[config.mk]
export PLATFORM = sky130hd
export DESIGN_NAME = ppc_shade
export DESIGN_NICKNAME = d
export VERILOG_FILES = /design/src/rtl/core/ppc_pkg.sv /design/src/rtl/core/ppc_shade.sv
export SDC_FILE = /design/constraint.sdc
export NUM_CORES = 2
export LEC_CHECK = 0
export BUFFER_PORTS_ARGS = -buffer_cell sky130_fd_sc_hd__buf_2
export CORE_MARGIN = 1.5
export CORE_UTILIZATION = 55
export CTS_CLUSTER_SIZE = 8
export DETAILED_ROUTE_END_ITERATION = 8
export HOLD_SLACK_MARGIN = 0.02
export PLACE_DENSITY_LB_ADDON = 0.12
export SLEW_MARGIN = 20
export SYNTH_ARGS = -nofsm -noshare
export SYNTH_HDL_FRONTEND = slang
export SYNTH_SLANG_ARGS = --single-unit
[constraint.sdc]
create_clock -name clk_i -period 4.8 [get_ports clk_i]
set_clock_uncertainty 0.2 [all_clocks]
set_input_delay 0 -clock clk_i [delete_from_list [all_inputs] [get_ports clk_i]]
set_output_delay 0 -clock clk_i [all_outputs]
set_load 0.02 [all_outputs]
[src/rtl/core/ppc_pkg.sv]
// ----------------------------------------------------------------------------
// Procedural pattern colour package
// Shared types and constants for the pattern colour pipeline: pattern kinds,
// register indexes, coordinate widths and the structs that run down the chain.
// ----------------------------------------------------------------------------
package ppc_pkg;

  // Fixed widths taken from the interface.
  localparam int unsigned CoordW   = 32;  // signed fixed-point coordinate
  localparam int unsigned RadW     = 64;  // radicand x*x + z*z
  localparam int unsigned RootW    = 32;  // full square root width
  localparam int unsigned RemW     = 34;  // partial remainder of the root
  localparam int unsigned FracMaxW = 24;  // largest supported fraction width
  localparam int unsigned FieldW   = 16;  // colour field width on the ports
  localparam int unsigned RegIdxW  = 3;   // register index width
  localparam int unsigned AddrW    = 5;   // byte address width of the port
  localparam int unsigned DataW    = 32;  // configuration data width

  // Pattern kinds.
  typedef enum logic [1:0] {
    KindStripe   = 2'd0,
    KindGradient = 2'd1,
    KindRing     = 2'd2,
    KindChecker  = 2'd3
  } kind_e;

  // Register indexes on the configuration port.
  localparam logic [RegIdxW-1:0] RegKind        = 3'd0;
  localparam logic [RegIdxW-1:0] RegFirstRed    = 3'd1;
  localparam logic [RegIdxW-1:0] RegFirstGreen  = 3'd2;
  localparam logic [RegIdxW-1:0] RegFirstBlue   = 3'd3;
  localparam logic [RegIdxW-1:0] RegSecondRed   = 3'd4;
  localparam logic [RegIdxW-1:0] RegSecondGreen = 3'd5;
  localparam logic [RegIdxW-1:0] RegSecondBlue  = 3'd6;

  // Item side band carried alongside the root computation.
  typedef struct packed {
    logic                valid;
    kind_e               kind;
    logic                odd;   // parity for the striped, ring and checkered kinds
    logic [FracMaxW-1:0] frac;  // fractional part of x for the gradient
  } ppc_side_t;

  // Digit-by-digit square root state handed from cell to cell.
  typedef struct packed {
    logic [RadW-1:0]  rad;   // radicand bits not yet consumed, MSB first
    logic [RemW-1:0]  rem;   // running remainder
    logic [RootW-1:0] root;  // root bits found so far
  } ppc_root_t;

endpackage

[src/rtl/core/ppc_shade.sv]
// ----------------------------------------------------------------------------
// Colour shading stages
// Forms the gradient blend products, then either rounds the blend or picks
// colour one or two by parity, into the output register.
// ----------------------------------------------------------------------------
module ppc_shade
  import ppc_pkg::*;
#(
  parameter int unsigned FRAC_BITS    = 16,
  parameter int unsigned CHANNEL_BITS = 16
) (
  input  logic                                clk_i,
  input  logic                                rst_ni,
  input  logic                                en_i,
  input  ppc_side_t                           side_i,
  input  logic [2:0][CHANNEL_BITS-1:0]        first_i,
  input  logic [2:0][CHANNEL_BITS-1:0]        second_i,
  output logic                                valid_o,
  output logic [2:0][FieldW-1:0]              chan_o
);

  localparam int unsigned ProdW = CHANNEL_BITS + FRAC_BITS + 1;
  localparam logic [FRAC_BITS:0] One  = {1'b1, {FRAC_BITS{1'b0}}};
  localparam logic [ProdW:0]     Half = (ProdW+1)'(One >> 1);

  logic [FRAC_BITS:0]              frac;
  logic [FRAC_BITS:0]              inv;
  logic [2:0][ProdW-1:0]           pa_d, pb_d;
  logic [2:0][ProdW-1:0]           pa_q, pb_q;
  logic                            d_valid_q;
  kind_e                           d_kind_q;
  logic                            d_odd_q;
  logic [2:0][ProdW:0]             sum;
  logic [2:0][FieldW-1:0]          chan_d;
  logic [2:0][FieldW-1:0]          chan_q;
  logic                            valid_q;

  // Blend weights: colour one by 1 - f, colour two by f.
  always_comb begin
    frac = {1'b0, side_i.frac[FRAC_BITS-1:0]};
    inv  = One - frac;
    for (int c = 0; c < 3; c++) begin
      pa_d[c] = ProdW'(first_i[c]) * ProdW'(inv);
      pb_d[c] = ProdW'(second_i[c]) * ProdW'(frac);
    end
  end

  // Product stage control.
  always_ff @(posedge clk_i or negedge rst_ni) begin
    if (!rst_ni) begin
      d_valid_q <= 1'b0;
      d_kind_q  <= KindStripe;
      d_odd_q   <= 1'b0;
    end else if (en_i) begin
      d_valid_q <= side_i.valid;
      d_kind_q  <= side_i.kind;
      d_odd_q   <= side_i.odd;
    end
  end

  // Product stage payload.
  always_ff @(posedge clk_i) begin
    if (en_i) begin
      pa_q <= pa_d;
      pb_q <= pb_d;
    end
  end

  // Round the blend to nearest, or pick a colour by parity.
  always_comb begin
    for (int c = 0; c < 3; c++) begin
      sum[c] = {1'b0, pa_q[c]} + {1'b0, pb_q[c]} + Half;
      if (d_kind_q == KindGradient) begin
        chan_d[c] = FieldW'(sum[c][FRAC_BITS+CHANNEL_BITS-1:FRAC_BITS]);
      end else if (d_odd_q) begin
        chan_d[c] = FieldW'(second_i[c]);
      end else begin
        chan_d[c] = FieldW'(first_i[c]);
      end
    end
  end

  // Output register.
  always_ff @(posedge clk_i or negedge rst_ni) begin
    if (!rst_ni) begin
      valid_q <= 1'b0;
    end else if (en_i) begin
      valid_q <= d_valid_q;
    end
  end

  always_ff @(posedge clk_i) begin
    if (en_i) begin
      chan_q <= chan_d;
    end
  end

  assign valid_o = valid_q;
  assign chan_o  = chan_q;

endmodule

# [Word-level counts from Yosys, hierarchy flattened]
# Index checks and enable logic that the tools add are counted.
[classes] add_sub_neg=7 n_mul=6 eq_ne=1 muxes=6
[op_table] op="$add A32 B16 Y32 const B" count=3
[op_table] op="$add A32 B32 Y32" count=3
[op_table] op="$mul A16 B16 Y32" count=3
[op_table] op="$mul A16 B17 Y32" count=3
[op_table] op="$mux W16" count=6
[op_table] op="$sub A17 B16 Y17 const A" count=1
[op_table] op="$eq A2 B1 Y1 const B" count=1
[word_totals] regBits=245 in_bits=127

# [Depth between registers and ports, before layout]
[depth] word_depth=3 mapped_depth=36

# [Worst setup path after synthesis]
# No wires, ideal clock.
[synth_path] kind="input -> register" start="input side_i[0] (netlist bit)" end="register pa_q[64] (netlist bit), data pin" setup_ns=0.260 t_arrival_ns=7.683 setup_slack_ns=-3.343 stages=34 cell_sequence="clkbuf_1 -> clkbuf_1 -> clkbuf_1 -> inv_1 -> ha_1 -> nand2_1 -> nor3_1 -> nand2b_1 -> or2_1 -> nor4_1 -> xnor2_1 -> clkbuf_1 -> clkbuf_1 -> nand2_1 -> fa_1 -> fa_1 -> inv_1 -> fa_1 -> fa_1 -> fa_1 -> inv_1 -> fa_1 -> inv_1 -> ha_1 -> a21o_1 -> a21oi_1 -> o21bai_1 -> a2111oi_0 -> nor3_1 -> o41ai_2 -> o211ai_1 -> a31o_1 -> a21oi_1 -> xnor2_1"
[synth_lines] item="from (decl)" line="ppc_shade.sv:15" source="input ppc_side_t side_i,"
[synth_lines] item="to (signal assigned)" line="ppc_shade.sv:64" source="pa_q <= pa_d;"
[synth_lines] item="to (decl)" line="ppc_shade.sv:29" source="logic [2:0][ProdW-1:0] pa_q, pb_q;"

==> impl_table.tex <==
\begin{tabular}{lr}
\hline
Metric & Value \\
\hline
\multicolumn{2}{l}{\textbf{Clock network}} \\
\quad Skew-Pair Late Insertion Delay & $\sim$0.57 ns \\
\quad H-tree depth & 2 \\
\quad Clk root buf & clkbuf\_16 \\
\quad TritonCTS sink count & around 250 \\
\quad TritonCTS Buffers & 39 \\
\quad Number of buffers on the longest clock path & 3 \\
\quad Clock tree from TritonCTS & yes \\
\quad Register clock-pin slew on the reported worst setup and hold paths & 0.05 ns \\
\multicolumn{2}{l}{\textbf{Drt}} \\
\quad Number of nets with antenna violations after routing & 0 \\
\quad Pre-Repair DR Iteration Count & 6 \\
\quad Wire per inst & around 20 um \\
\quad Total routed wirelength & roughly 180,000 um \\
\quad Via count of the routed design & 50,300 \\
\quad Number of violations reported at the end of detailed-routing iteration 0 & 2,851 \\
\quad DR vias/cell & 5.364 \\
\quad DRC violation count after routing & 0 \\
\multicolumn{2}{l}{\textbf{Synthesis}} \\
\quad Unique masters post-synth & 81 \\
\quad Synthesized Nets & between 9,000 and 10,000 \\
\quad Share of synthesized registers carrying an async set or reset & 0.02041 \\
\quad Top cell type by total area after synthesis & fa\_1 \\
\quad Cell types occupying the most area after synthesis & fa\_1, ha\_1, edfxtp\_1 \\
\quad Synthesized area per cell & approximately 9 um\^{}2 \\
\quad Leading cell type by number of instances after synthesis & inv\_1 \\
\quad Gate count of the mapped netlist & $\sim$7,000 \\
\quad Register area share after synthesis & 0.1141 \\
\quad Syn Std Cell Area & 0.06424 mm\^{}2 \\
\quad Share of the synthesized area in the top cell type & 0.3749 \\
\quad Most used standard cells in the synthesized netlist & inv\_1, fa\_1, nand2\_1 \\
\quad Primary FF master, synth & edfxtp\_1 \\
\quad Number of warnings issued by yosys & 0 \\
\quad Number of flops mapped to enable cells by yosys & 240 \\
\quad Total of flip-flops plus latches after synthesis & about 250 \\
\multicolumn{2}{l}{\textbf{Layout}} \\
\quad Layout cell share with drive strength beyond 1 & 0.2082 \\
\quad Synth-to-layout area growth & 22.13\% \\
\quad Core occupancy in the finished layout & 0.6761 \\
\quad Number of nets at the end of the flow & 9,953 \\
\multicolumn{2}{l}{\textbf{Placed design}} \\
\quad Detailed placer's ending HPWL & 149,600 um \\
\quad Count of port buffers added during placement & 167 \\
\quad Routability congestion estimate from global placement & a little over 0.9 \\
\multicolumn{2}{l}{\textbf{Worst setup path}} \\
\quad Arrival time at the worst endpoint & slightly above 7 ns \\
\quad Startpoint of the lowest-slack register-to-register path & pa\_q[41] \\
\quad Worst setup path class & in2reg \\
\quad Type of element launching the critical path & input port \\
\quad Crit path capture type & flip-flop \\
\quad Setup crit start & side\_i[8] \\
\quad Largest fanout of any net on the critical path & 4 \\
\quad Crit path top cell by count & fa\_1 \\
\quad Delay contributed by the slowest stage of the critical path & 0.58 ns \\
\quad Slowest cell on crit path & or4\_4 \\
\quad Data required time at the worst endpoint & 4.90 ns \\
\multicolumn{2}{l}{\textbf{Timing}} \\
\quad Final worst-path setup slack & -2.200 ns \\
\quad Relative max-transition margin & 0.3598 \\
\quad Sum of negative setup slack & -147.17 ns \\
\quad Final Hold Viols & 0 \\
\quad Final number of max-transition violations & 0 \\
\quad Unrepaired setup endpoints after global routing & true \\
\quad Slew @ Worst Pin & roughly 0.96 ns \\
\quad Timing-limited maximum frequency & 0.1429 GHz \\
\quad Min Clock Period, post-route & 7.000 ns \\
\quad Final period utilization & 1.458 \\
\quad Final setup violation count & 127 \\
\multicolumn{2}{l}{\textbf{Status}} \\
\quad Violated checks & negative setup slack \\
\quad Result of the run & complete, but fails checks \\
\multicolumn{2}{l}{\textbf{Floorplan}} \\
\quad Die Ht & 344.8 um \\
\quad Area of the placeable core & 0.1160 mm\^{}2 \\
\quad Die ar. & 0.1189 mm\^{}2 \\
\quad Number of cell rows & 125 \\
\quad I/O pin total & 176 \\
\quad Horizontal extent of the die & 344.8 um \\
\quad Starting density of the core & 0.5536 \\
\multicolumn{2}{l}{\textbf{GRT}} \\
\quad First-pass GRT wire length & 290,200 um \\
\quad Number of global-route vias before repair & 54,230 \\
\quad Overall routing resource usage & 0.3151 \\
\quad Largest net degree at the start of global routing & 97 \\
\quad Antenna violations before repair & 16 \\
\quad Leftover overflow at the end of global routing & 0 \\
\multicolumn{2}{l}{\textbf{Job}} \\
\quad Number of violations of the max-capacitance limit & 0 \\
\multicolumn{2}{l}{\textbf{Min path}} \\
\quad Startpoint of the most critical hold path & first\_i[42] \\
\quad Worst hold path type & in2reg \\
\hline
\end{tabular}
## sequential cells by signal (all words and copies together) (netlist names)
name	cells
valid_o	1
pb_q	96
d_kind_q	2
d_valid_q	1
pa_q	96
d_odd_q	1
chan_o	48
## metal layers
metal | track usage | wire (um)
met3 | 0.04425 | 10860
met2 | 0.5598 | 92300
met1 | 0.3905 | 72370
met4 | 0.1144 | 8087
met5 | 0 | 99
## critical path: cells and delay by family
family | cells | cell delay (ns)
adders and majority gates | 7 | 3.18
and+or+nand+nor | 6 | 1.75
AOI/OAI and AO/OA | 8 | 1.31
buffers and inverters | 6 | 0.55
xor gates and xnor gates | 2 | 0.31
## placed cells by master (no fill, tap or decap), drive strengths merged, types with 15 or more instances in the layout
cell type / instances
a211oi: 36
a21o: 76
a21oi: 164
a31oi: 26
and2: 684
and3: 24
buf: 1125
clkbuf: 55
dlygate4sd3: 42
edfxtp: 240
fa: 1203
ha: 793
inv: 1481
mux2i: 34
nand2: 1013
nand2b: 22
nand3: 37
nor2: 118
nor2b: 24
nor3: 56
o211ai: 18
o21a: 26
o21ai: 117
o21bai: 40
or3: 15
xnor2: 158
xor2: 70
## timing repair
| item | CTS | global route |
|---|---|---|
| resized for setup | 280 | 284 |
| setup endpoints to repair | 137 | 135 |
| setup buffers | 97 | 61 |
| pin swaps | 164 | 247 |
| cloned | 2 | 6 |
| hold endpoints to repair | 129 | 0 |
| hold buffers | 42 | 0 |
## area by class of cell
| class | instances | area (um^2) |
|---|---|---|
| Timing Repair Buffer | 1176 | 9828 |
| Clock buffer | 48 | 1010 |
| Clock inverter | 10 | 115.1 |
| Multi-Input combinational cell | 4890 | 52690 |
| Fill cell | 9216 | 37590 |
| Inverter | 1478 | 5553 |
| Antenna cell | 6 | 15.01 |
| Sequential cell | 245 | 7336 |
| Tap cell | 1524 | 1907 |
## kinds of logic (layout without fill, tap and decap cells)
group | after synthesis | after routing | share of synthesized area
AND/OR/NAND/NOR | 2035 | 2035 | 0.1529
adder cells (fa/ha/maj) | 1996 | 1996 | 0.5293
buffers and inverters | 1798 | 2712 | 0.1051
AO/OA/AOI/OAI | 586 | 586 | 0.06020
flip-flops | 245 | 245 | 0.1141
XOR/XNOR | 228 | 228 | 0.03108
multiplexers | 45 | 45 | 0.007226
other | 0 | 6 | 0
## through the flow
step / hold slack (ns) / std cells / cell area, um^2 / setup slack, ns
after floorplan: -0.4956 / 6933 / 65330 / -2.718
after global placement: -0.3492 / 9165 / 73510 / -3.039
after detailed placement: -0.3470 / 9165 / 73510 / -3.064
after CTS: 0.02253 / 9336 / 76870 / -2.144
after global routing: 0.03293 / 9372 / 78450 / -2.507
final: 0.03160 / 9377 / 78460 / -2.200
## worst paths after layout
check                                  end  slack (ns)  depth (start not counted)
worst max-delay path              pa_q[96]       -2.20                         29
worst min-delay path            chan_o[42]        0.03                          4
worst max register to register  chan_o[29]        0.94                         12
worst min register to register     valid_o        0.31                          1
max in group asynchronous          d_odd_q        3.88                          3
min in group asynchronous          d_odd_q        0.21                          3
Power is not shown: default switching activity piles up to over one toggle a cycle in this logic, so the estimate is an artifact.
