File: src/rtl/core/ppc_pkg.sv
// ----------------------------------------------------------------------------
// Procedural pattern colour package
// Shared types and constants for the pattern colour pipeline: pattern kinds,
// register indexes, coordinate widths and the structs that run down the chain.
// ----------------------------------------------------------------------------
package ppc_pkg;

  // Fixed widths taken from the interface.
  localparam int unsigned CoordW   = 32;  // signed fixed-point coordinate
  localparam int unsigned RadW     = 64;  // radicand x*x + z*z
  localparam int unsigned RootW    = 32;  // full square root width
  localparam int unsigned RemW     = 34;  // partial remainder of the root
  localparam int unsigned FracMaxW = 24;  // largest supported fraction width
  localparam int unsigned FieldW   = 16;  // colour field width on the ports
  localparam int unsigned RegIdxW  = 3;   // register index width
  localparam int unsigned AddrW    = 5;   // byte address width of the port
  localparam int unsigned DataW    = 32;  // configuration data width

  // Pattern kinds.
  typedef enum logic [1:0] {
    KindStripe   = 2'd0,
    KindGradient = 2'd1,
    KindRing     = 2'd2,
    KindChecker  = 2'd3
  } kind_e;

  // Register indexes on the configuration port.
  localparam logic [RegIdxW-1:0] RegKind        = 3'd0;
  localparam logic [RegIdxW-1:0] RegFirstRed    = 3'd1;
  localparam logic [RegIdxW-1:0] RegFirstGreen  = 3'd2;
  localparam logic [RegIdxW-1:0] RegFirstBlue   = 3'd3;
  localparam logic [RegIdxW-1:0] RegSecondRed   = 3'd4;
  localparam logic [RegIdxW-1:0] RegSecondGreen = 3'd5;
  localparam logic [RegIdxW-1:0] RegSecondBlue  = 3'd6;

  // Item side band carried alongside the root computation.
  typedef struct packed {
    logic                valid;
    kind_e               kind;
    logic                odd;   // parity for the striped, ring and checkered kinds
    logic [FracMaxW-1:0] frac;  // fractional part of x for the gradient
  } ppc_side_t;

  // Digit-by-digit square root state handed from cell to cell.
  typedef struct packed {
    logic [RadW-1:0]  rad;   // radicand bits not yet consumed, MSB first
    logic [RemW-1:0]  rem;   // running remainder
    logic [RootW-1:0] root;  // root bits found so far
  } ppc_root_t;

endpackage

File: src/rtl/core/ppc_sqrt_cell.sv
// ----------------------------------------------------------------------------
// Square root cell
// One step of the restoring digit-by-digit square root: takes two radicand
// bits, decides one root bit and passes the state and side band onward.
// ----------------------------------------------------------------------------
module ppc_sqrt_cell
  import ppc_pkg::*;
(
  input  logic      clk_i,
  input  logic      rst_ni,
  input  logic      en_i,
  input  ppc_side_t side_i,
  input  ppc_root_t root_i,
  output ppc_side_t side_o,
  output ppc_root_t root_o
);

  ppc_side_t        side_q;
  ppc_root_t        root_q;
  ppc_root_t        root_d;
  logic [RemW-1:0]  rem_shift;
  logic [RemW-1:0]  trial;

  // Bring down the next bit pair and try to subtract 4*root + 1.
  always_comb begin
    rem_shift = {root_i.rem[RemW-3:0], root_i.rad[RadW-1 -: 2]};
    trial     = {root_i.root, 2'b01};
    root_d.rad = {root_i.rad[RadW-3:0], 2'b00};
    if (rem_shift >= trial) begin
      root_d.rem  = rem_shift - trial;
      root_d.root = {root_i.root[RootW-2:0], 1'b1};
    end else begin
      root_d.rem  = rem_shift;
      root_d.root = {root_i.root[RootW-2:0], 1'b0};
    end
  end

  // Side band register, cleared on reset so that no stale beat appears.
  always_ff @(posedge clk_i or negedge rst_ni) begin
    if (!rst_ni) begin
      side_q <= '0;
    end else if (en_i) begin
      side_q <= side_i;
    end
  end

  // Root state register.
  always_ff @(posedge clk_i) begin
    if (en_i) begin
      root_q <= root_d;
    end
  end

  assign side_o = side_q;
  assign root_o = root_q;

endmodule

File: config.mk
export PLATFORM = sky130hd
export DESIGN_NAME = ppc_sqrt_cell
export DESIGN_NICKNAME = d
export VERILOG_FILES = /design/src/rtl/core/ppc_pkg.sv /design/src/rtl/core/ppc_sqrt_cell.sv
export SDC_FILE = /design/constraint.sdc
export NUM_CORES = 1
export LEC_CHECK = 0
export ABC_AREA = 0
export BUFFER_PORTS_ARGS = -buffer_cell sky130_fd_sc_hd__clkbuf_2
export CORE_MARGIN = 10
export CORE_UTILIZATION = 48
export DETAILED_ROUTE_END_ITERATION = 10
export PLACE_DENSITY = 0.81
export RECOVER_POWER = 100
export REMOVE_ABC_BUFFERS = 1
export SLEW_MARGIN = 10
export SYNTH_ARGS = -nofsm -noshare
export SYNTH_HDL_FRONTEND = slang
export SYNTH_SLANG_ARGS = --single-unit
File: constraint.sdc
create_clock -name clk_i -period 1.15 [get_ports clk_i]
set_clock_uncertainty 0.1 [all_clocks]
set_input_delay 0.345 -clock clk_i [delete_from_list [all_inputs] [get_ports clk_i]]
set_output_delay 0.345 -clock clk_i [all_outputs]
set_load 0.005 [all_outputs]
# Yosys cells after proc, flatten, opt, wreduce, memory -nomap -nowiden
# Cells that the tools add are included.
[word_totals] mem_count=0 wordCells=10 ram_bits=0 out_inout_bits=158 in_bits=161 regBits=156 latchBits=0 romBits=0
[op_classes] mux=1 addsub=1 n_eq_ne=0 n_bitwise=0 div_mod_pow=0 n_reduce_logical=0 order_cmp=1 multipliers=0 shift=0
[op_table] op="two-way mux 66 bit" count=1
[op_table] op=">= comparator 34 bit" count=1
[op_table] op="subtractor 34 bit" count=1

# Depth between registers and ports, before layout
# Gate-level depths: netlist of the first run.
[depth] word_depth=2 depth_mapped=12 mapped_depth_nobuf=10

# Least setup slack after synthesis of the first run
# OpenSTA, ideal clock, no wires.
[synth_path] kind="input port to flip-flop" start="in root_i[7] (netlist bit)" end="reg root_q (netlist bit root_o[58]) (data pin)" stages=12 slack_ns=-1.762 arrival_ns=2.549 n_path_buf=2 setup_ns=0.262 required_time_ns=0.788 cell_sequence="inv_1 -> ha_1 -> buf_4 -> a21o_1 -> nor3_2 -> o21ai_1 -> a41o_1 -> a21oi_4 -> o21ai_2 -> a21boi_4 -> buf_6 -> mux2_1"
[synth_rtl] item="start, declared" line="ppc_sqrt_cell.sv:13" rtl="input ppc_root_t root_i,"
[synth_rtl] item="end signal, assigned" line="ppc_sqrt_cell.sv:50" rtl="root_q <= root_d;"
[synth_rtl] item="end, declared" line="ppc_sqrt_cell.sv:19" rtl="ppc_root_t root_q;"

==> results of run 1 <==
[through the flow]
stage | setup TNS (ns) | util [%] | instances | setup WS [ns]
detailed placement | -73.47 | 66.7 | 1128 | -1.96
CTS | -80.40 | 78.2 | 1245 | -1.28
floorplan | -70.02 | - | 506 | -2.06
global placement | -69.79 | 66.7 | 1128 | -1.86
finish | -97.64 | 80.2 | 1256 | -1.44
global route | -113.46 | 80.2 | 1256 | -1.50
[registers in the layout (all words and copies together), names as in the netlist]
signal and count:
side_o 28, root_o 128
[timing repair]
item,4_1_cts,5_1_grt
endpoints found under the setup margin,191,191
hold buffers,72,3
setup buffers,12,9
hold endpoints to repair,99,3
gates cloned,1,1
resized for setup,50,71
pin swaps,20,29
[synth_stat cells (all sizes together) (10+ instances only)]
cell and n:
o21ai 17, mux2 59, ha 34, xnor2 20, nand3 10, inv 35
clkbuf 15, edfxtp 128, a21o 13, a21oi 25, nand2 24, dfrtp 28
nor2 21
[worst max path at each step]
stage              start         end  slack [ns]  cells past startpoint
5_1_grt        root_i[7]  root_o[64]       -1.50                     13
6_report       root_i[2]  root_o[41]       -1.44                     13
4_1_cts        root_i[7]  root_o[64]       -1.28                     13
2_1_floorplan  root_i[7]  root_o[34]       -2.06                     10
3_5_place_dp   root_i[7]  root_o[60]       -1.96                     12
3_3_place_gp   root_i[7]  root_o[50]       -1.86                     12
[power by group through the flow]
stage                     Sequential (uW)  Clock [uW]  Combinational, uW
after floorplan                      7110           0               1260
after global placement               7030           0               3150
after detailed placement             7070           0               3230
after CTS                            6950        5840               3770
after global routing                 7010        6100               4460
final                                6970        5830               4210
[per-layer routing]
layer | global-route usage [%] | vias up | part of all wire, %
met4 | 9.83 | 0 | 3.9
met2 | 45.8 | 407 | 52
li1 | - | 3023 | -
met1 | 25.8 | 3308 | 35
met5 | 0 | - | 0
met3 | 8.05 | 83 | 9.1
[cells by family (layout without fill, tap and decap cells)]
kind of cell / count (synthesis) / in the layout / synth area share (%)
AOI/OAI and AO/OA: 100 / 100 / 9.91
xor gates and xnor gates: 29 / 29 / 3.47
adders and majority gates: 34 / 34 / 5.81
buffers and inverters: 57 / 596 / 3.40
DFF: 156 / 156 / 62.1
muxes: 60 / 60 / 9.21
other: 1 / 3 / 0.0512
and+or+nand+nor: 90 / 90 / 6.07
[worst max-delay path, stage by stage]
cell       delay (ns)
clkbuf_2         0.09
inv_1            0.12
ha_4             0.24
a21oi_2          0.16
nand2b_1         0.20
nand3_2          0.11
a41o_4           0.29
a21oi_4          0.19
o21ai_4          0.09
a21boi_4         0.22
buf_6            0.15
clkbuf_16        0.16
mux2_4           0.30
[layout by cell type (no fill, tap or decap), types with 5 or more instances in the layout]
cell type	synthesis	layout
a21oi_1	23	20
dfrtp_1	28	28
clkbuf_1	15	13
dlygate4sd3_1	0	75
mux2_1	26	8
buf_12	0	7
inv_1	35	29
ha_1	34	21
xor2_1	9	9
o21ai_0	13	12
nand4_1	6	6
ha_4	0	12
mux2_2	33	28
clkbuf_16	0	18
edfxtp_1	128	128
xnor2_1	20	19
inv_6	0	6
a21o_1	13	13
o21a_1	9	9
o211ai_1	5	5
nor2_1	21	18
clkbuf_2	0	297
nand2_1	24	24
buf_6	3	9
buf_4	3	120
mux2_4	0	23
nand3_1	10	7
[cell type report]
class                   count  share of cell area (%)
well taps                 188                    1.94
multi-input cells         315                    25.2
clock inverters            15                    1.48
flip-flops and latches    156                    37.6
clock buffers              17                    3.52
diodes                      1                  0.0207
repair buffers            529                    29.1
inverters                  35                    1.17
==> reports/results.ini, run 1 <==
[power]
power_uw = 17000
clkPwrFrac_pct = 34.3
seqPwrFrac_pct = 41.0
comb_power_share_pct = 24.7
leakage_uw = 0.00562
power.net_switching_uw = 4730
p_per_area_nw_per_um2 = 1410
max-vdd-ir-drop_uv = 1030
p_sw_share_pct = 27.8
power.internal_uw = 12300

[grt]
grt_pass1_wl_mm = 39.8
first_global_vias = 7091
grt_overflow_total = 0
antenna_found_initial = 1
globalRouteTotalUtil_pct = 25.0
grt_start_max_net_pins = 24

[place]
post_dp_cell_area_um2 = 10100
io_buffers = 314
post-dp-hpwl_mm = 18.3
gp_congestion = 0.894

[critical_path]
end_kind = register
rrSetupSlack_ns = 0.04
required_ns = 1.23
reg2reg_to = side_o[12]
critPathKind = primary input to register
start_kind = primary input
cp_max_fo = 6
r2r_start = side_o[12]
arrival_ns = 2.67
reg2reg_depth = 3

[logic_synthesis]
synthesis.area_um2 = 7320
ys_types = 59
syn_avg_cell_area_um2 = 13.9
yosys.area.top_type = edfxtp_1
yosys_warnings = 0
async_reset_ff_share_pct = 17.9
syn_inst = 527
synth-main-ff-cell = edfxtp_1
synth.area.top_cells = edfxtp_1 53%, dfrtp_1 9.6%, ha_1 5.8%
synth_top_area_share_pct = 52.5
ys_ff_latch = 156
yosysSeqAreaShare_pct = 62.1
synth_edf_count = 128

[timing]
setup_ws_ns = -1.44
hold_viol = 0
grt_setup_unrepaired = true
finalSetupViolCount = 319
clock.fmax_ghz = 0.386
fin_crit_ns = 2.59
tightestPinTransition_ns = 0.854
fin_crit_sh_pct = 225
slew_viol_final = 0
max_slew_margin_pct = 42.5
hold_ws_ns = 0.0126

[cts]
path_clk_slew_ns = 0.07
root_buffer = clkbuf_16
clock_path_buffers = 2
clk_latency_ns = 0.43
numCtsBuffers = 17
cts_tree = built
htreeDepth = 4
cts_sinks = 156

[layout]
fillCellCount = 847
register_area_um2 = 4540
fin_area_um2 = 12100
area_growth_pct = 65.3
fin_nets = 1249
multi_input_comb_area_um2 = 3060
drive_above_1_share_pct = 54.7

[detailed_routing]
route.detailed.wl_per_inst_um = 22.6
ant_nets = 0
drc_errors = 0
drt-total-wl_mm = 28.4
dr.pass1.iters = 8
vias_per_cell = 5.43
vias = 6821
drt_iter0_drc = 479

[die]
die_h_um = 143
io_pins = 319
die_area_um2 = 20600
core_um2 = 15100
start_util_pct = 48.5
std_cell_rows = 45
fp.dieW_um = 143

[outcome]
status = finished with violations
failed_checks = setup timing

[min_path]
min_path_type = primary input to register
min_from = root_i[2]
hold_end = root_o[3]
hold-path-cell-count = 1

[flow_run]
max_cap_viol_count = 0

Note: power is estimated with default switching activity, not from simulation.
==> inputs of run 2 (changes only) <==
CORE_UTILIZATION = 52   (was 48)
PLACE_DENSITY = 0.87   (was 0.81)
clock period = 3.26 ns   (was 1.15 ns; I/O delays follow)
==> run 2 against run 1 <==
Net effect: the flow now finishes without violations; register-to-register slack better by 2.3 ns; final cell count down 10%; critical path type unchanged; die area down 6.6%; worst hold slack better by 0.40 ns; clock power down 67%; wire length down 14%; largest cell class unchanged; worst setup slack better by 1.5 ns.
==> reports/results.ini, run 2 (synthesis gave the netlist of run 1 again) <==
[timing]
slew_viol_final = 0
setup_ws_ns = 0.0136
fin_crit_ns = 3.25
max_slew_margin_pct = 5.28
hold_viol = 0
finalSetupViolCount = 0
fin_crit_sh_pct = 99.6
clock.fmax_ghz = 0.308
tightestPinTransition_ns = 1.42

[grt]
grt_pass1_wl_mm = 35.7
antenna_found_initial = 0
first_global_vias = 6392
grt_overflow_total = 0
globalRouteTotalUtil_pct = 23.7
grt_start_max_net_pins = 58

[layout]
register_area_um2 = 4540
postLayoutCoreUtil_pct = 75.2
layout_commonest_cell = clkbuf_1
final_cell_mix = 166 x clkbuf_1, 153 x clkbuf_2, 128 x edfxtp_1
largest_reg_flops = 128
area_growth_pct = 42.1
instances_no_fill = 1127
diodes = 0
drive_above_1_share_pct = 37.1
fillCellCount = 931
fin_nets = 1129
multi_input_comb_area_um2 = 2780

[place]
gp_congestion = 0.847
io_buffers = 314
dp.cells = 1088
dpl_worst_slack_ns = -0.550
post-dp-hpwl_mm = 18.2

[cts]
root_buffer = clkbuf_16
cts_tree = built
clk_latency_ns = 0.43
numCtsBuffers = 17
htreeDepth = 4
path_clk_slew_ns = 0.06
cts_sinks = 156
ctsHoldBuffers = 0
clock_path_buffers = 2

[detailed_routing]
drt-total-wl_mm = 24.5
route.detailed.wl_per_inst_um = 21.7
dr.pass1.iters = 8
vias = 6108
drt_iter0_drc = 497
vias_per_cell = 5.42
ant_nets = 0
drc_errors = 0

[power]
max-vdd-ir-drop_uv = 341
seqPwrFrac_pct = 44.2
clkPwrFrac_pct = 34.8
p_sw_share_pct = 26.4
leakage_uw = 0.00445
power.net_switching_uw = 1470
comb_power_share_pct = 21.1
power.internal_uw = 4090
p_per_area_nw_per_um2 = 534

[die]
core_um2 = 13800
start_util_pct = 52.9
fp.dieW_um = 139
die_h_um = 139
std_cell_rows = 43
die_area_um2 = 19200
io_pins = 319

[critical_path]
slowest_stage = mux2_1
critPathKind = primary input to register
path_cells = clkbuf_2 > inv_1 > ha_4 > a21oi_2 > and3_1 > nand3_2 > a41o_4 > a21oi_4 > o21ai_4 > a21boi_4 > buf_6 > clkbuf_16 > mux2_1
start_kind = primary input
required_ns = 3.33
cp_slowest_stage_delay_ns = 0.33
arrival_ns = 3.32
cp_max_fo = 6
end_kind = register

[outcome]
status = finished clean

[min_path]
min_path_type = register to register

[flow_run]
max_cap_viol_count = 0

-- run 2: final timing paths --
path	start	endpoint	slack, ns	depth (start not counted)
max in group asynchronous	rst_ni	side_o[4]	1.45	1
min in group asynchronous	rst_ni	side_o[16]	0.77	1
min reg2reg	side_o[6]	side_o[6]	0.41	1
max	root_i[9]	root_o[39]	0.01	13
min	side_o[6]	side_o[6]	0.41	1
max reg2reg	side_o[15]	side_o[15]	2.37	1
-- run 2: timing repair --
action / in CTS / in global routing
cloned: 1 / 1
pin swaps: 3 / 15
setup buffers: 1 / 4
endpoints found under the setup margin: 32 / 33
gates resized for setup: 8 / 37
-- run 2: through the flow --
| stage | hold WS, ns | setup TNS (ns) | power, uW | instance area, um^2 |
|---|---|---|---|---|
| 6_report | 0.409 | 0 | 5560 | 10400 |
| 2_1_floorplan | 0.405 | -18.33 | 2950 | 7210 |
| 5_1_grt | 0.428 | -0.860 | 5780 | 10400 |
| 4_1_cts | 0.409 | 0 | 5550 | 10400 |
| 3_3_place_gp | 0.388 | -15.40 | 3530 | 9720 |
| 3_5_place_dp | 0.394 | -17.02 | 3590 | 9720 |
-- run 2: worst max-delay path: cells and delay by family --
kind            cells  cell delay, ns
simple gates        2            0.30
buf+inv             4            0.46
compound gates      5            0.98
mux                 1            0.33
fa+ha+maj           1            0.25
-- run 2: area by class of cell --
type | instances | area share, %
sequential | 156 | 43.7
multi-input combinational | 315 | 26.7
timing repair buffer | 409 | 20.7
clock buffer | 20 | 4.20
tap | 180 | 2.16
clock inverter | 12 | 1.31
inverter | 35 | 1.26
-- run 2: power groups by stage --
stage | registers (uW) | logic (uW) | clock network, uW
floorplan | 2510 | 445 | 0
global placement | 2470 | 1050 | 0
detailed placement | 2490 | 1090 | 0
CTS | 2460 | 1140 | 1950
global route | 2470 | 1270 | 2040
finish | 2450 | 1170 | 1930
-- run 2: routing by layer --
layer,vias up,track usage [%],wire [um]
met3,56,7.33,2030
li1,2796,-,-
met4,0,10.6,849
met5,-,0,0
met1,2930,25.0,8700
met2,326,42.4,12900
==> inputs of run 3 (changes only) <==
CORE_ASPECT_RATIO = 1.5   (was not set)
CORE_UTILIZATION = 45   (was 52)
PLACE_DENSITY = 0.76   (was 0.87)
clock period = 4 ns   (was 3.26 ns; I/O delays follow)
==> run 3 against run 2 <==
Net effect: total power down 21%; final cell count down 2.7%; critical path type unchanged; register-to-register slack better by 0.75 ns; global-route usage down 4.4 points.
==> reports/results.ini, run 3 (synthesis gave the netlist of run 1 again) <==
[power]
max-vdd-ir-drop_uv = 236
seqPwrFrac_pct = 45.2
power.internal_uw = 3250
comb_power_share_pct = 17.7
p_per_area_nw_per_um2 = 454
p_sw_share_pct = 26.4
clkPwrFrac_pct = 37.1
power.net_switching_uw = 1160
power_uw = 4410
leakage_uw = 0.00409

[cts]
clk_latency_ns = 0.41
path_clk_slew_ns = 0.06
cts_sinks = 156
cts_tree = built
root_buffer = clkbuf_16
clock_path_buffers = 2
htreeDepth = 4
postCtsSetupBuffers = 0
cts_resized = 0
ctsHoldBuffers = 0
numCtsBuffers = 17

[critical_path]
reg2reg_depth = 1
cpLargestDelayFamily = compound AO/OA/AOI/OAI gates
rrSetupSlack_ns = 3.12
required_ns = 4.06
path_cells = clkbuf_1 > inv_1 > ha_1 > nor2b_1 > o2111ai_2 > nand3_1 > a41o_1 > a21oi_4 > o21ai_2 > a21boi_4 > buf_12 > mux2_2
cp_slowest_stage_delay_ns = 0.38
slowest_stage = a41o_1
cp.buffers_inverters = 3
end_kind = register
start_kind = primary input
arrival_ns = 3.68
critPathKind = primary input to register
reg2reg_to = side_o[1]
r2r_start = side_o[1]
critPathLaunch = root_i[0]
cp_max_fo = 22

[die]
std_cell_rows = 57
io_pins = 319
core_um2 = 16100
start_util_pct = 45.4
die_area_um2 = 21900
die_h_um = 176
fp.dieW_um = 124

[timing]
slew_viol_final = 0
max_slew_margin_pct = 3.48
clock.fmax_ghz = 0.277
finalSetupViolCount = 0
tightestPinTransition_ns = 1.45
fin_crit_ns = 3.61
hold_ws_ns = 0.415
grt_setup_unrepaired = false
hold_viol = 0
fin_crit_sh_pct = 90.3
setup_ws_ns = 0.386

[min_path]
hold_end = side_o[9]
hold-path-cell-count = 1
min_path_type = register to register
min_from = side_o[9]

[grt]
globalRouteTotalUtil_pct = 19.3
grt_start_max_net_pins = 72
grt_pass1_wl_mm = 32.5
grt_overflow_total = 0
antenna_found_initial = 1
first_global_vias = 5966

[place]
post-dp-hpwl_mm = 17.5
io_buffers = 314
dpl_worst_slack_ns = -0.0234
post_dp_cell_area_um2 = 9370
gp_congestion = 0.826
dp.cells = 1064

[layout]
area_growth_pct = 32.7
drive_above_1_share_pct = 28.8
fin_nets = 1072
final_cell_mix = 173 x clkbuf_1, 144 x clkbuf_2, 128 x edfxtp_1
largest_reg_flops = 128
fin_area_um2 = 9720
instances_no_fill = 1097
layout_commonest_cell = clkbuf_1

[detailed_routing]
vias = 5603
drc_errors = 0
ant_nets = 0
route.detailed.wl_per_inst_um = 19.8
drt_iter0_drc = 294
vias_per_cell = 5.11
dr.pass1.iters = 5
drt-total-wl_mm = 21.7

[outcome]
status = finished clean

[flow_run]
max_cap_viol_count = 0

[run 3: cell count changes in the layout (fill, tap and decap cells not counted), moves of 6 or more]
cell      before  now
clkbuf_1     166  173
ha_4           6    0
ha_1          27   34
clkbuf_2     153  144
buf_4         84   34
[run 3: per-stage QoR]
| stage | TNS, ns | util, % |
|---|---|---|
| after detailed placement | -0.192 | 58.1 |
| after global placement | 0 | 58.1 |
| final | 0 | 60.3 |
| after global routing | 0 | 60.3 |
| after CTS | 0 | 61.7 |
| after floorplan | -1.11 | - |
[run 3: per-layer routing]
metal / wire length (um) / global-route usage (%) / share of wire, % / vias up
li1: - / - / - / 2666
met1: 7990 / 21.3 / 37 / 2699
met2: 11600 / 34.3 / 53 / 207
met3: 1640 / 5.31 / 7.5 / 31
met4: 529 / 6.83 / 2.4 / 0
met5: 0 / 0 / 0 / -
[run 3: final cells by class]
cell class / count / area, um^2
clock inverter: 13 / 153
fill: 1430 / 6400
antenna: 1 / 2.50
multi-input combinational: 315 / 2530
timing repair buffer: 352 / 1670
inverter: 35 / 131
sequential: 156 / 4540
clock buffer: 19 / 433
tap: 206 / 258
[run 3: power groups by stage]
stage	clock network, uW	logic [uW]	registers, uW
floorplan	0	363	2050
global placement	0	818	2020
detailed placement	0	830	2030
CTS	1670	836	2000
global route	1730	872	2010
finish	1640	783	2000
[run 3: worst max path at each step]
stage / cells past startpoint / to
floorplan: 10 / root_o[34]
global placement: 12 / root_o[34]
detailed placement: 12 / root_o[34]
CTS: 12 / root_o[34]
global route: 12 / root_o[41]
finish: 12 / root_o[35]
